==> config.mk <==
export PLATFORM = sky130hd
export DESIGN_NAME = ctms_front
export DESIGN_NICKNAME = d
export VERILOG_FILES = /design/src/rtl/core/ctms_pkg.sv /design/src/rtl/core/ctms_front.sv
export SDC_FILE = /design/constraint.sdc
export NUM_CORES = 1
export LEC_CHECK = 0
export ABC_AREA = 1
export BUFFER_PORTS_ARGS = -buffer_cell sky130_fd_sc_hd__buf_2
export CORE_MARGIN = 5
export CORE_UTILIZATION = 55
export CTS_CLUSTER_DIAMETER = 100
export CTS_CLUSTER_SIZE = 12
export DETAILED_ROUTE_END_ITERATION = 12
export PLACE_DENSITY_LB_ADDON = 0.05
export SLEW_MARGIN = 25
export SYNTH_ARGS = -nofsm -noshare
export SYNTH_HDL_FRONTEND = slang
export SYNTH_SLANG_ARGS = --single-unit
==> constraint.sdc <==
create_clock -name clk -period 14.6 [get_ports clk]
set_clock_uncertainty 0.2 [all_clocks]
set_input_delay 2.92 -clock clk [delete_from_list [all_inputs] [get_ports clk]]
set_output_delay 2.92 -clock clk [all_outputs]
set_load 0.01 [all_outputs]
==> src/rtl/core/ctms_pkg.sv <==
// shared types, constants and helpers of the chunked tile map store
`default_nettype none

package ctms_pkg;

	localparam int MAX_CHUNKS_DEF      = 16;
	localparam int MAX_CHUNK_SHIFT_DEF = 4;
	localparam int TILE_BITS_DEF       = 8;
	localparam int QUEUE_DEPTH         = 2;

	localparam int CFG_W   = 5;
	localparam int COORD_W = 5;
	localparam int T1_W    = 10;
	localparam int CHUNK_W = 15;

	localparam logic [2:0] RST_CHUNK_SIZE_LOG2 = 3'd4;
	localparam logic [4:0] RST_CHUNKS_ACROSS   = 5'd4;
	localparam logic [4:0] RST_CHUNKS_DOWN     = 5'd4;
	localparam logic [4:0] RST_CHUNK_LAYERS    = 5'd1;

	localparam logic [7:0] FILL_VALUE  = 8'd1;
	localparam logic [7:0] EMPTY_VAL_A = 8'd1;
	localparam logic [7:0] EMPTY_VAL_B = 8'd3;
	localparam logic [7:0] EMPTY_VAL_C = 8'd4;

	typedef enum logic [1:0] {
		REG_CHUNK_SIZE_LOG2 = 2'd0,
		REG_CHUNKS_ACROSS   = 2'd1,
		REG_CHUNKS_DOWN     = 2'd2,
		REG_CHUNK_LAYERS    = 2'd3
	} reg_index_t;

	typedef enum logic [1:0] {
		ST_OK      = 2'd0,
		ST_OUTSIDE = 2'd1,
		ST_UNALLOC = 2'd2
	} status_t;

	typedef enum logic {
		CMD_READ  = 1'b0,
		CMD_WRITE = 1'b1
	} cmd_t;

	typedef enum logic {
		BK_RUN,
		BK_FILL
	} back_state_t;

	typedef struct packed {
		logic [2:0] chunk_size_log2;
		logic [4:0] chunks_across;
		logic [4:0] chunks_down;
		logic [4:0] chunk_layers;
	} cfg_t;

	typedef struct packed {
		logic full;
		logic empty;
	} q_status_t;

	function automatic logic tile_is_blank(input logic [7:0] v);
		return (v == EMPTY_VAL_A) || (v == EMPTY_VAL_B) || (v == EMPTY_VAL_C);
	endfunction

endpackage

`default_nettype wire

==> src/rtl/core/ctms_front.sv <==
// front end: takes access beats, splits coordinates and classifies them
`default_nettype none

module ctms_front #(
	parameter int MAX_CHUNKS      = ctms_pkg::MAX_CHUNKS_DEF,
	parameter int MAX_CHUNK_SHIFT = ctms_pkg::MAX_CHUNK_SHIFT_DEF,
	localparam int CI_W           = (MAX_CHUNKS > 1) ? $clog2(MAX_CHUNKS) : 1,
	localparam int OFF_W          = 2 * MAX_CHUNK_SHIFT
) (
	input  wire                    clk,
	input  wire                    arst_n,
	input  ctms_pkg::cfg_t         cfg,
	input  wire                    start,
	output logic                   busy,
	input  wire                    cmd,
	input  wire  [15:0]            tile_x,
	input  wire  [15:0]            tile_y,
	input  wire  [7:0]             tile_layer,
	input  wire  [7:0]             write_value,
	input  ctms_pkg::q_status_t    q_stat,
	output logic                   push,
	output logic                   e_cmd,
	output logic                   e_outside,
	output logic [CI_W-1:0]        e_chunk,
	output logic [OFF_W-1:0]       e_off,
	output logic [7:0]             e_wv
);
	import ctms_pkg::*;

	localparam int SH_W = $clog2(MAX_CHUNK_SHIFT + 1);

	logic [SH_W-1:0]            sh;
	logic [MAX_CHUNK_SHIFT-1:0] mask;
	logic [15:0]                cx_full;
	logic [15:0]                cy_full;
	logic [MAX_CHUNK_SHIFT-1:0] rx;
	logic [MAX_CHUNK_SHIFT-1:0] ry;
	logic [OFF_W-1:0]           off;
	logic                       oob;
	logic [T1_W-1:0]            t1;
	logic                       load;
	logic [CHUNK_W-1:0]         chunk_full;

	logic                       valid_s1;
	logic                       cmd_s1;
	logic                       oob_s1;
	logic [T1_W-1:0]            t1_s1;
	logic [COORD_W-1:0]         cx_s1;
	logic [OFF_W-1:0]           off_s1;
	logic [7:0]                 wv_s1;

	// stage one: shift and mask, bounds check, layer-row partial index
	always_comb begin
		sh = (cfg.chunk_size_log2 > 3'(MAX_CHUNK_SHIFT)) ? SH_W'(MAX_CHUNK_SHIFT)
			: SH_W'(cfg.chunk_size_log2);
		mask    = ~({MAX_CHUNK_SHIFT{1'b1}} << sh);
		cx_full = tile_x >> sh;
		cy_full = tile_y >> sh;
		rx      = tile_x[MAX_CHUNK_SHIFT-1:0] & mask;
		ry      = tile_y[MAX_CHUNK_SHIFT-1:0] & mask;
		off     = (OFF_W'(ry) << sh) | OFF_W'(rx);
		oob     = (cx_full >= 16'(cfg.chunks_across)) || (cy_full >= 16'(cfg.chunks_down))
			|| (tile_layer >= 8'(cfg.chunk_layers));
		t1      = T1_W'(tile_layer[COORD_W-1:0]) * T1_W'(cfg.chunks_down)
			+ T1_W'(cy_full[COORD_W-1:0]);
	end

	assign busy = valid_s1 && q_stat.full;
	assign push = valid_s1 && !q_stat.full;
	assign load = start && !busy;

	always_ff @(posedge clk or negedge arst_n) begin
		if (!arst_n) begin
			valid_s1 <= 1'b0;
		end else if (load) begin
			valid_s1 <= 1'b1;
		end else if (push) begin
			valid_s1 <= 1'b0;
		end
	end

	always_ff @(posedge clk) begin
		if (load) begin
			cmd_s1 <= cmd;
			oob_s1 <= oob;
			t1_s1  <= t1;
			cx_s1  <= cx_full[COORD_W-1:0];
			off_s1 <= off;
			wv_s1  <= write_value;
		end
	end

	// stage two: linear chunk index and limit check
	assign chunk_full = CHUNK_W'(t1_s1) * CHUNK_W'(cfg.chunks_across) + CHUNK_W'(cx_s1);

	assign e_cmd     = cmd_s1;
	assign e_outside = oob_s1 || (chunk_full >= CHUNK_W'(MAX_CHUNKS));
	assign e_chunk   = chunk_full[CI_W-1:0];
	assign e_off     = off_s1;
	assign e_wv      = wv_s1;

endmodule

`default_nettype wire

==> metrics.cfg <==
[timing]
worst_pin_slew_ns = 0.417
rsz0062_at_grt = no
relSlewSlack_pct = 72.2
post-route-period-util_pct = 65.2
hold_violations = 0
setup_viol = 0
fmax_mhz = 105
whs_ns = 0.299
period_minus_slack_ns = 9.51
slew_violations = 0
tns_ns = 0

[finish]
ff_latch_area_sq_um = 1020
fin_util_pct = 64.3
fill_cells = 805
area_growth_pct = 14.0
drive_gt1_share_pct = 15.9
multi_input_area_sq_um = 3210
num-nets-final = 930
antenna_cells = 0

[clocking]
cts_htree_levels = 2
cts_hold_buf = 0
clk_pin_slew_ns = 0.07
cts.sinks = 34
clk_latency_ns = 0.28
root_buffer = clkbuf_8
cts_buffers = 5
cts.repair.resized = 0
post_cts_buffers = 0
cts_max_path_buffers = 2
cts_tree = built

[logic_synthesis]
synth_ff_type = edfxtp_1
synth_top_family_by_area = adder cells
yosysSeqAreaShare_pct = 20.7
netlist_top_cells_area = edfxtp_1, fa_1, ha_1
yosys_warnings = 0
synth_area_per_cell_sq_um = 7.42
synthMuxAreaShare_pct = 0
synthArstFlopShare_pct = 2.94
syn_nets = 839
synth_top_area_share_pct = 20.1
synth_xor_area_share_pct = 1.42
synth_area_sq_um = 4920
synth_cells = 663
synth-adder-area-share_pct = 33.0
yosysTopAreaCell = edfxtp_1
synth_compound_area_share_pct = 9.56
synthSimpleGateAreaFrac_pct = 21.2
synth.distinct_cells = 37
synth-edff-count = 33
ys_seq_elements = 34

[worst_setup_path]
reg2reg_from = valid_s1
cp_data_arrival_time_ns = 6.39
worstPathRequired_ns = 11.48
start_kind = input port
cp-end-kind = output port
r2r_slack_ns = 13.08
worstPathMaxFanout = 11
r2r_cells = 4
r2r-end = t1_s1[7]
timing_worst_setup_path_type = in2out

[floorplan]
die_height_um = 105
die_w_um = 105
io_pins = 96
num_rows = 34
core_area_sq_um = 8720
fp.dieArea_sq_um = 10900
initial_core_util_pct = 56.4

[worst_hold_path]
whs_path_depth = 2
hp-start = valid_s1
hold_end = valid_s1
min_path_type = reg2reg

[power_and_ir_drop]
combPwrFrac_pct = 70.5
p_sw_mw = 0.389
worst_ir_drop_vdd_mv = 0.0832
sw_frac_of_total_pct = 48.2
p_seq_share_pct = 16.8
leakage_nw = 3.41
clkPwrFrac_pct = 12.7
p_per_area_nw_per_um2 = 144
finalPower_mw = 0.808
internal_power_mw = 0.419

[global_route]
grt_pass1_wl_um = 17700
grt-ovfl-total = 0
grt_antenna_before_repair = 0
grt_pass1_vias = 4232
grtUsageTotal_pct = 18.6
grt_max_degree = 34

[detailed_routing]
wl_per_cell_um = 11.5
routed_wl_um = 9910
dr.pass1.iters = 5
antenna_left = 0
drc = 0
vias_per_cell = 4.97
dr.first_iter.drc_count = 151
vias = 4285

[placement]
place_congestion = 0.825
dp_hpwl_um = 8590
io_buffers = 94

[run]
drv_cap = 0

[outcome]
status = finished clean

[per-stage QoR]
stage | worst slack [ns] | cell area [sq um] | cells
2_1_floorplan | 5.33 | 4920 | 663
3_3_place_gp | 5.12 | 5470 | 855
3_5_place_dp | 5.09 | 5470 | 855
4_1_cts | 5.08 | 5610 | 863
5_1_grt | 4.72 | 5610 | 863
6_report | 5.09 | 5610 | 863
[state kept, by name, indices dropped and copies added, names as in the netlist]
register  count
cx_s1         5
oob_s1        1
t1_s1        10
e_off         8
valid_s1      1
e_cmd         1
e_wv          8
[placed cells by master, fill, tap and decap left out, types with 2 or more instances in the layout]
cell,netlist,routed
nand2_1,184,184
inv_1,162,162
buf_2,0,94
ha_1,61,61
fa_1,43,43
nor2_1,37,36
edfxtp_1,33,33
nand3_1,25,25
a21oi_1,23,23
o21ai_0,15,15
o21ai_1,13,13
xor2_1,7,7
o22ai_1,7,7
inv_2,6,6
o21ai_2,5,5
clkbuf_8,0,5
a21boi_0,4,4
o21a_1,3,3
nand4_1,3,3
nor2_2,1,2
a32oi_1,2,2
o211ai_1,2,2
a211oi_1,2,2
or2_2,2,2
nor3_1,2,2
bufinv_16,0,2
[synth_stat cells, types with 5 or more instances]
cell type	instances
a21oi_1	23
clkbuf_1	6
edfxtp_1	33
fa_1	43
ha_1	61
inv_1	162
inv_2	6
nand2_1	184
nand3_1	25
nor2_1	37
o21ai_0	15
o21ai_1	13
o21ai_2	5
o22ai_1	7
xor2_1	7
[critical path: stages]
cell and delay (ns):
buf_2 0.22, nand2_1 0.09, inv_1 0.08, fa_1 0.44
fa_1 0.54, inv_1 0.05, fa_1 0.52, inv_1 0.04
ha_1 0.34, a21oi_1 0.24, nor2_1 0.08, nor2_1 0.17
nand2_1 0.07, nand2_1 0.06, nand2_1 0.06, xor2_1 0.14
nor2_1 0.11, nand3_1 0.07, buf_2 0.14
[logic make-up after synthesis]
kind of cell,after synthesis
simple gates,259
buf+inv,179
fa+ha+maj,104
compound gates,79
flops,34
xor+xnor,8
[cell type report]
| type | instances | area share (%) |
|---|---|---|
| clock buffers | 5 | 1.23 |
| clock inverters | 3 | 1.23 |
| inverters | 168 | 11.2 |
| multi-input cells | 450 | 57.3 |
| flip-flops and latches | 34 | 18.1 |
| well taps | 108 | 2.41 |
| repair buffers | 95 | 8.52 |
[power groups by stage]
stage               clock [mW]  combinational [mW]  sequential (mW)
finish                   0.102               0.569            0.136
CTS                      0.105               0.574            0.136
floorplan                    0               0.454            0.137
detailed placement           0               0.571            0.138
global route             0.109               0.672            0.138
global placement             0               0.551            0.138
[worst max-delay path by stage]
| stage | start | end | slack, ns | depth (start not counted) |
|---|---|---|---|---|
| after floorplan | cfg[13] | e_outside | 5.33 | 18 |
| after global placement | cfg[14] | e_outside | 5.12 | 19 |
| final | cfg[13] | e_outside | 5.09 | 19 |
| after CTS | cfg[13] | e_outside | 5.08 | 19 |
| after global routing | cfg[13] | e_outside | 4.72 | 19 |
| after detailed placement | cfg[13] | e_outside | 5.09 | 19 |
[routing by layer]
metal  wire, um  global-route usage, %  up-vias
li1           -                      -     2233
met1       4470                   23.9     1960
met2       4940                   34.0       86
met3        420                   1.73        6
met4         78                   3.61        0
met5          0                      0        -
(Power assumes the default switching activity.)
