===== src/rtl/core/ctms_pkg.sv =====
// shared types, constants and helpers of the chunked tile map store
`default_nettype none

package ctms_pkg;

	localparam int MAX_CHUNKS_DEF      = 16;
	localparam int MAX_CHUNK_SHIFT_DEF = 4;
	localparam int TILE_BITS_DEF       = 8;
	localparam int QUEUE_DEPTH         = 2;

	localparam int CFG_W   = 5;
	localparam int COORD_W = 5;
	localparam int T1_W    = 10;
	localparam int CHUNK_W = 15;

	localparam logic [2:0] RST_CHUNK_SIZE_LOG2 = 3'd4;
	localparam logic [4:0] RST_CHUNKS_ACROSS   = 5'd4;
	localparam logic [4:0] RST_CHUNKS_DOWN     = 5'd4;
	localparam logic [4:0] RST_CHUNK_LAYERS    = 5'd1;

	localparam logic [7:0] FILL_VALUE  = 8'd1;
	localparam logic [7:0] EMPTY_VAL_A = 8'd1;
	localparam logic [7:0] EMPTY_VAL_B = 8'd3;
	localparam logic [7:0] EMPTY_VAL_C = 8'd4;

	typedef enum logic [1:0] {
		REG_CHUNK_SIZE_LOG2 = 2'd0,
		REG_CHUNKS_ACROSS   = 2'd1,
		REG_CHUNKS_DOWN     = 2'd2,
		REG_CHUNK_LAYERS    = 2'd3
	} reg_index_t;

	typedef enum logic [1:0] {
		ST_OK      = 2'd0,
		ST_OUTSIDE = 2'd1,
		ST_UNALLOC = 2'd2
	} status_t;

	typedef enum logic {
		CMD_READ  = 1'b0,
		CMD_WRITE = 1'b1
	} cmd_t;

	typedef enum logic {
		BK_RUN,
		BK_FILL
	} back_state_t;

	typedef struct packed {
		logic [2:0] chunk_size_log2;
		logic [4:0] chunks_across;
		logic [4:0] chunks_down;
		logic [4:0] chunk_layers;
	} cfg_t;

	typedef struct packed {
		logic full;
		logic empty;
	} q_status_t;

	function automatic logic tile_is_blank(input logic [7:0] v);
		return (v == EMPTY_VAL_A) || (v == EMPTY_VAL_B) || (v == EMPTY_VAL_C);
	endfunction

endpackage

`default_nettype wire


===== src/rtl/core/ctms_queue.sv =====
// small register queue between the front end and the back end
`default_nettype none

module ctms_queue #(
	parameter int DATA_W = 8
) (
	input  wire                 clk,
	input  wire                 arst_n,
	input  wire                 push,
	input  wire  [DATA_W-1:0]   wdata,
	input  wire                 pop,
	output logic [DATA_W-1:0]   rdata,
	output ctms_pkg::q_status_t stat
);
	import ctms_pkg::*;

	localparam int DEPTH = QUEUE_DEPTH;
	localparam int PTR_W = (DEPTH > 1) ? $clog2(DEPTH) : 1;
	localparam int CNT_W = $clog2(DEPTH + 1);

	logic [DATA_W-1:0] slots_q [DEPTH];
	logic [PTR_W-1:0]  wr_ptr_q;
	logic [PTR_W-1:0]  rd_ptr_q;
	logic [CNT_W-1:0]  count_q;

	function automatic logic [PTR_W-1:0] ptr_next(input logic [PTR_W-1:0] p);
		return (p == PTR_W'(DEPTH - 1)) ? '0 : p + 1'b1;
	endfunction

	always_ff @(posedge clk or negedge arst_n) begin
		if (!arst_n) begin
			wr_ptr_q <= '0;
			rd_ptr_q <= '0;
			count_q  <= '0;
		end else begin
			if (push) begin
				wr_ptr_q <= ptr_next(wr_ptr_q);
			end
			if (pop) begin
				rd_ptr_q <= ptr_next(rd_ptr_q);
			end
			case ({push, pop})
				2'b10:   count_q <= count_q + 1'b1;
				2'b01:   count_q <= count_q - 1'b1;
				default: count_q <= count_q;
			endcase
		end
	end

	always_ff @(posedge clk) begin
		if (push) begin
			slots_q[wr_ptr_q] <= wdata;
		end
	end

	assign rdata      = slots_q[rd_ptr_q];
	assign stat.full  = (count_q == CNT_W'(DEPTH));
	assign stat.empty = (count_q == '0);

endmodule

`default_nettype wire


===== config.mk =====
export PLATFORM = sky130hd
export DESIGN_NAME = ctms_queue
export DESIGN_NICKNAME = d
export VERILOG_FILES = /design/src/rtl/core/ctms_pkg.sv /design/src/rtl/core/ctms_queue.sv
export SDC_FILE = /design/constraint.sdc
export NUM_CORES = 1
export LEC_CHECK = 0
export ABC_AREA = 1
export BUFFER_PORTS_ARGS = -buffer_cell sky130_fd_sc_hd__buf_2
export CORE_MARGIN = 8
export CORE_UTILIZATION = 30
export DETAILED_ROUTE_END_ITERATION = 8
export GPL_TIMING_DRIVEN = 0
export SLEW_MARGIN = 40
export SYNTH_ARGS = -nofsm -noshare
export SYNTH_HDL_FRONTEND = slang
export SYNTH_SLANG_ARGS = --single-unit

===== constraint.sdc =====
create_clock -name clk -period 1.5 [get_ports clk]
set_clock_uncertainty 0.15 [all_clocks]
set_input_delay 0 -clock clk [delete_from_list [all_inputs] [get_ports clk]]
set_output_delay 0 -clock clk [all_outputs]
set_load 0.1 [all_outputs]

==> impl_results.html <==
<table>
<tr><th>Metric</th><th>Value</th></tr>
<tr><th colspan="2">Status</th></tr>
<tr><td>Result of the run</td><td>finished, final reports clean</td></tr>
<tr><th colspan="2">Detailed routing</th></tr>
<tr><td>Vias/cell</td><td>4.31</td></tr>
<tr><td>Number of remaining DRC errors</td><td>0</td></tr>
<tr><td>Via count</td><td>599</td></tr>
<tr><td>Violation count after the first detailed-routing iteration</td><td>18</td></tr>
<tr><td>Remaining number of nets flagged by the antenna check after routing</td><td>0</td></tr>
<tr><td>WL per Instance</td><td>12.5 um</td></tr>
<tr><td>Final WL</td><td>1.74 mm</td></tr>
<tr><td>First drt pass iteration count</td><td>4</td></tr>
<tr><th colspan="2">Critical path</th></tr>
<tr><td>Top delay family on crit path</td><td>buffers and inverters</td></tr>
<tr><td>Setup crit end kind</td><td>output pin</td></tr>
<tr><td>Beginning of the worst register-to-register path</td><td>wr_ptr_q</td></tr>
<tr><td>Startpoint types</td><td>flip-flop</td></tr>
<tr><td>Classification of the worst setup path</td><td>flip-flop to output pin</td></tr>
<tr><td>CP startpoint</td><td>rd_ptr_q</td></tr>
<tr><td>Chain of cells forming the critical path</td><td>buf_6 -&gt; clkbuf_16 -&gt; o21ai_4 -&gt; buf_12</td></tr>
<tr><td>CP max stage cell</td><td>dfrtp_1</td></tr>
<tr><td>Crit path max fanout</td><td>5</td></tr>
<tr><td>Buffers and inverters on the worst path</td><td>3</td></tr>
<tr><td>WP data required</td><td>1.35 ns</td></tr>
<tr><td>CP Data Arrival Time</td><td>1.32 ns</td></tr>
<tr><td>Maximum cell stage delay along the critical path</td><td>0.41 ns</td></tr>
<tr><th colspan="2">Synthesis</th></tr>
<tr><td>Compound-gate portion of the synthesized area</td><td>6.25%</td></tr>
<tr><td>Multiplexer share of the synthesized area</td><td>0%</td></tr>
<tr><td>Library cell with the largest summed area after synthesis</td><td>edfxtp_1</td></tr>
<tr><td>Share of the synthesized area in the top cell type</td><td>58.5%</td></tr>
<tr><td>Flip-flop and latch count after synthesis</td><td>20</td></tr>
<tr><td>Most instantiated cells after synthesis</td><td>16 x edfxtp_1, 14 x inv_1, 13 x nand2_1</td></tr>
<tr><td>Post-synth top flop</td><td>edfxtp_1</td></tr>
<tr><td>Mapped Area</td><td>821 um2</td></tr>
<tr><td>Synthesized Nets</td><td>79</td></tr>
<tr><td>Ys Warns</td><td>0</td></tr>
<tr><td>Most frequent cell after synthesis</td><td>edfxtp_1</td></tr>
<tr><td>Share of synthesized area occupied by flip-flops and latches</td><td>70.7%</td></tr>
<tr><td>Number of enable-type register cells in the synthesized netlist</td><td>16</td></tr>
<tr><td>Xor/xnor share of the synthesized area</td><td>3.20%</td></tr>
<tr><td>Simple logic cell fraction of the synthesized area</td><td>8.69%</td></tr>
<tr><td>Post-Synth Adder-Cell Area</td><td>1.52%</td></tr>
<tr><td>Dominant combinational cell family by area after synthesis</td><td>buffers and inverters</td></tr>
<tr><td>Synth Instances</td><td>66</td></tr>
<tr><td>Post-synthesis cell type count</td><td>14</td></tr>
<tr><td>Fraction of synthesis flops using an asynchronous set or reset pin</td><td>20.0%</td></tr>
<tr><td>Mean Syn Cell Area</td><td>12.4 um2</td></tr>
<tr><td>Synth area leaders</td><td>edfxtp_1 59%, dfrtp_1 12%, inv_1 6.4%</td></tr>
<tr><th colspan="2">Place</th></tr>
<tr><td>Weighted congestion at the end of routability-driven global placement</td><td>0.688</td></tr>
<tr><td>Count of buffers from port buffering</td><td>21</td></tr>
<tr><td>Instance count after placement with tap cells included</td><td>118</td></tr>
<tr><td>Final HPWL DP</td><td>1.13 mm</td></tr>
<tr><th colspan="2">Clocking</th></tr>
<tr><td>TritonCTS clock tree</td><td>yes</td></tr>
<tr><td>Deepest level of the CTS H-tree</td><td>1</td></tr>
<tr><td>Clk Latency, worst-skew pair</td><td>0.28 ns</td></tr>
<tr><td>CTS clock-pin slew for the worst setup and hold paths</td><td>0.11 ns</td></tr>
<tr><td>TritonCTS buffer count</td><td>3</td></tr>
<tr><td>Sink Count</td><td>20</td></tr>
<tr><td>Root Driver</td><td>clkbuf_4</td></tr>
<tr><td>Buffers from clock root to sink, at most</td><td>2</td></tr>
<tr><th colspan="2">Timing</th></tr>
<tr><td>Time the final worst path needs with I/O delays and setup</td><td>1.47 ns</td></tr>
<tr><td>Final number of hold-violating endpoints</td><td>0</td></tr>
<tr><td>Setup repair after global routing missed its margin</td><td>true</td></tr>
<tr><td>Total setup violations reported at the end of the flow</td><td>0</td></tr>
<tr><td>Hold slack final</td><td>0.279 ns</td></tr>
<tr><td>Total negative slack for setup checks</td><td>0 ns</td></tr>
<tr><td>Final count of pins violating max slew</td><td>0</td></tr>
<tr><td>Relative slew margins</td><td>67.9%</td></tr>
<tr><td>Period utilization</td><td>98.1%</td></tr>
<tr><td>Highest achievable clock rate</td><td>0.679 GHz</td></tr>
<tr><td>Actual slew at the worst max-slew pin</td><td>0.485 ns</td></tr>
<tr><th colspan="2">Die</th></tr>
<tr><td>Core box area</td><td>2690 um2</td></tr>
<tr><td>Row count</td><td>19</td></tr>
<tr><td>Floorplan die area</td><td>4670 um2</td></tr>
<tr><td>I/O pin count</td><td>22</td></tr>
<tr><td>Horizontal die dimension</td><td>68.3 um</td></tr>
<tr><td>Initial core utilization</td><td>30.6%</td></tr>
<tr><td>Chip Height</td><td>68.3 um</td></tr>
<tr><th colspan="2">Min path</th></tr>
<tr><td>Source of the worst hold timing path</td><td>wdata[1]</td></tr>
<tr><td>Hold WC Path Type</td><td>input port to flip-flop</td></tr>
<tr><th colspan="2">Global route</th></tr>
<tr><td>Wire length of the first global-routing pass</td><td>2.66 mm</td></tr>
<tr><td>GR Util All Layers</td><td>7.72%</td></tr>
<tr><td>Remaining global-route overflow</td><td>0</td></tr>
<tr><td>Number of global-route vias before repair</td><td>627</td></tr>
<tr><td>Antenna violations before repair</td><td>0</td></tr>
<tr><td>Maximum number of pins on one net before global-route repair</td><td>12</td></tr>
<tr><th colspan="2">Finish</th></tr>
<tr><td>NumNets Final</td><td>122</td></tr>
<tr><td>Final standard cell utilization of the core</td><td>49.9%</td></tr>
<tr><td>Fillers</td><td>256</td></tr>
<tr><td>Diodes inserted</td><td>0</td></tr>
<tr><td>Synth-to-layout area growth</td><td>63.3%</td></tr>
<tr><td>Post-route non-filler standard cell count</td><td>139</td></tr>
<tr><td>Layout cells sized above 1</td><td>41.7%</td></tr>
<tr><th colspan="2">Run</th></tr>
<tr><td>Max-cap violations</td><td>0</td></tr>
</table>
==> sequential cells by signal, indices dropped and copies added, names as in the netlist <==
| signal | cells |
|---|---|
| count_q | 2 |
| rd_ptr_q | 1 |
| slots_q | 16 |
| wr_ptr_q | 1 |
==> cell families (layout without fill, tap and decap cells) <==
group,count (synthesis),after routing
adders and majority gates,1,1
and+or+nand+nor,18,18
AOI/OAI and AO/OA,8,8
xor gates and xnor gates,3,3
DFF,20,20
buffers and inverters,16,58
==> final timing paths <==
path	endpoint	slack (ns)	depth (start not counted)
setup reg to reg	slots_q[0][3]	0.19	1
min in group asynchronous	count_q[0]	0.45	3
setup / recovery	rdata[6]	0.03	4
hold reg to reg	wr_ptr_q	0.37	1
hold / removal	slots_q[1][1]	0.28	2
max in group asynchronous	rd_ptr_q	0.58	3
==> cells in the final DEF (no fill, tap or decap), types with 2 or more instances in the layout <==
cell            n
buf_12          7
buf_2          13
buf_4           3
buf_6           2
clkbuf_4        4
dfrtp_1         4
dlygate4sd3_1  12
edfxtp_1       16
inv_1          14
nand2_1         9
nand2_2         4
nor2_2          3
o21ai_2         3
o21ai_4         4
xor2_1          2
==> repair_timing <==
item	CTS	global route
hold buffers	12	0
setup endpoints to repair	16	9
setup buffers	0	3
pin swaps	0	4
resized for setup	19	23
hold endpoints to repair	23	0
cloned	0	2
==> final cells by class <==
class                      count  area (um2)  share of cell area (%)
buffer                         2        31.3                    2.33
inverter                      14        52.6                    3.92
sequential                    20         581                    43.3
timing repair buffer          38         387                    28.9
tap                           31        38.8                    2.89
clock buffer                   4        26.3                    1.96
multi-input combinational     30         224                    16.7
==> through the flow <==
stage                     setup WS, ns  instance area (um2)
after floorplan                 -0.497                  841
after CTS                      -0.0118                 1190
after global routing           -0.0283                 1340
final                           0.0278                 1340
after detailed placement       -0.0280                  985
after global placement         -0.0165                  985
==> per-layer routing <==
layer | vias up | global-route usage [%] | part of all wire (%)
met5 | - | 0 | 0
met4 | 0 | 2.30 | 0.57
met3 | 2 | 3.76 | 7.8
met2 | 21 | 13.0 | 51
met1 | 281 | 8.40 | 41
li1 | 295 | - | -
Power is left out: the tool's default activity adds up to more than one toggle a clock period on the data nets, which glitch-free logic cannot reach.
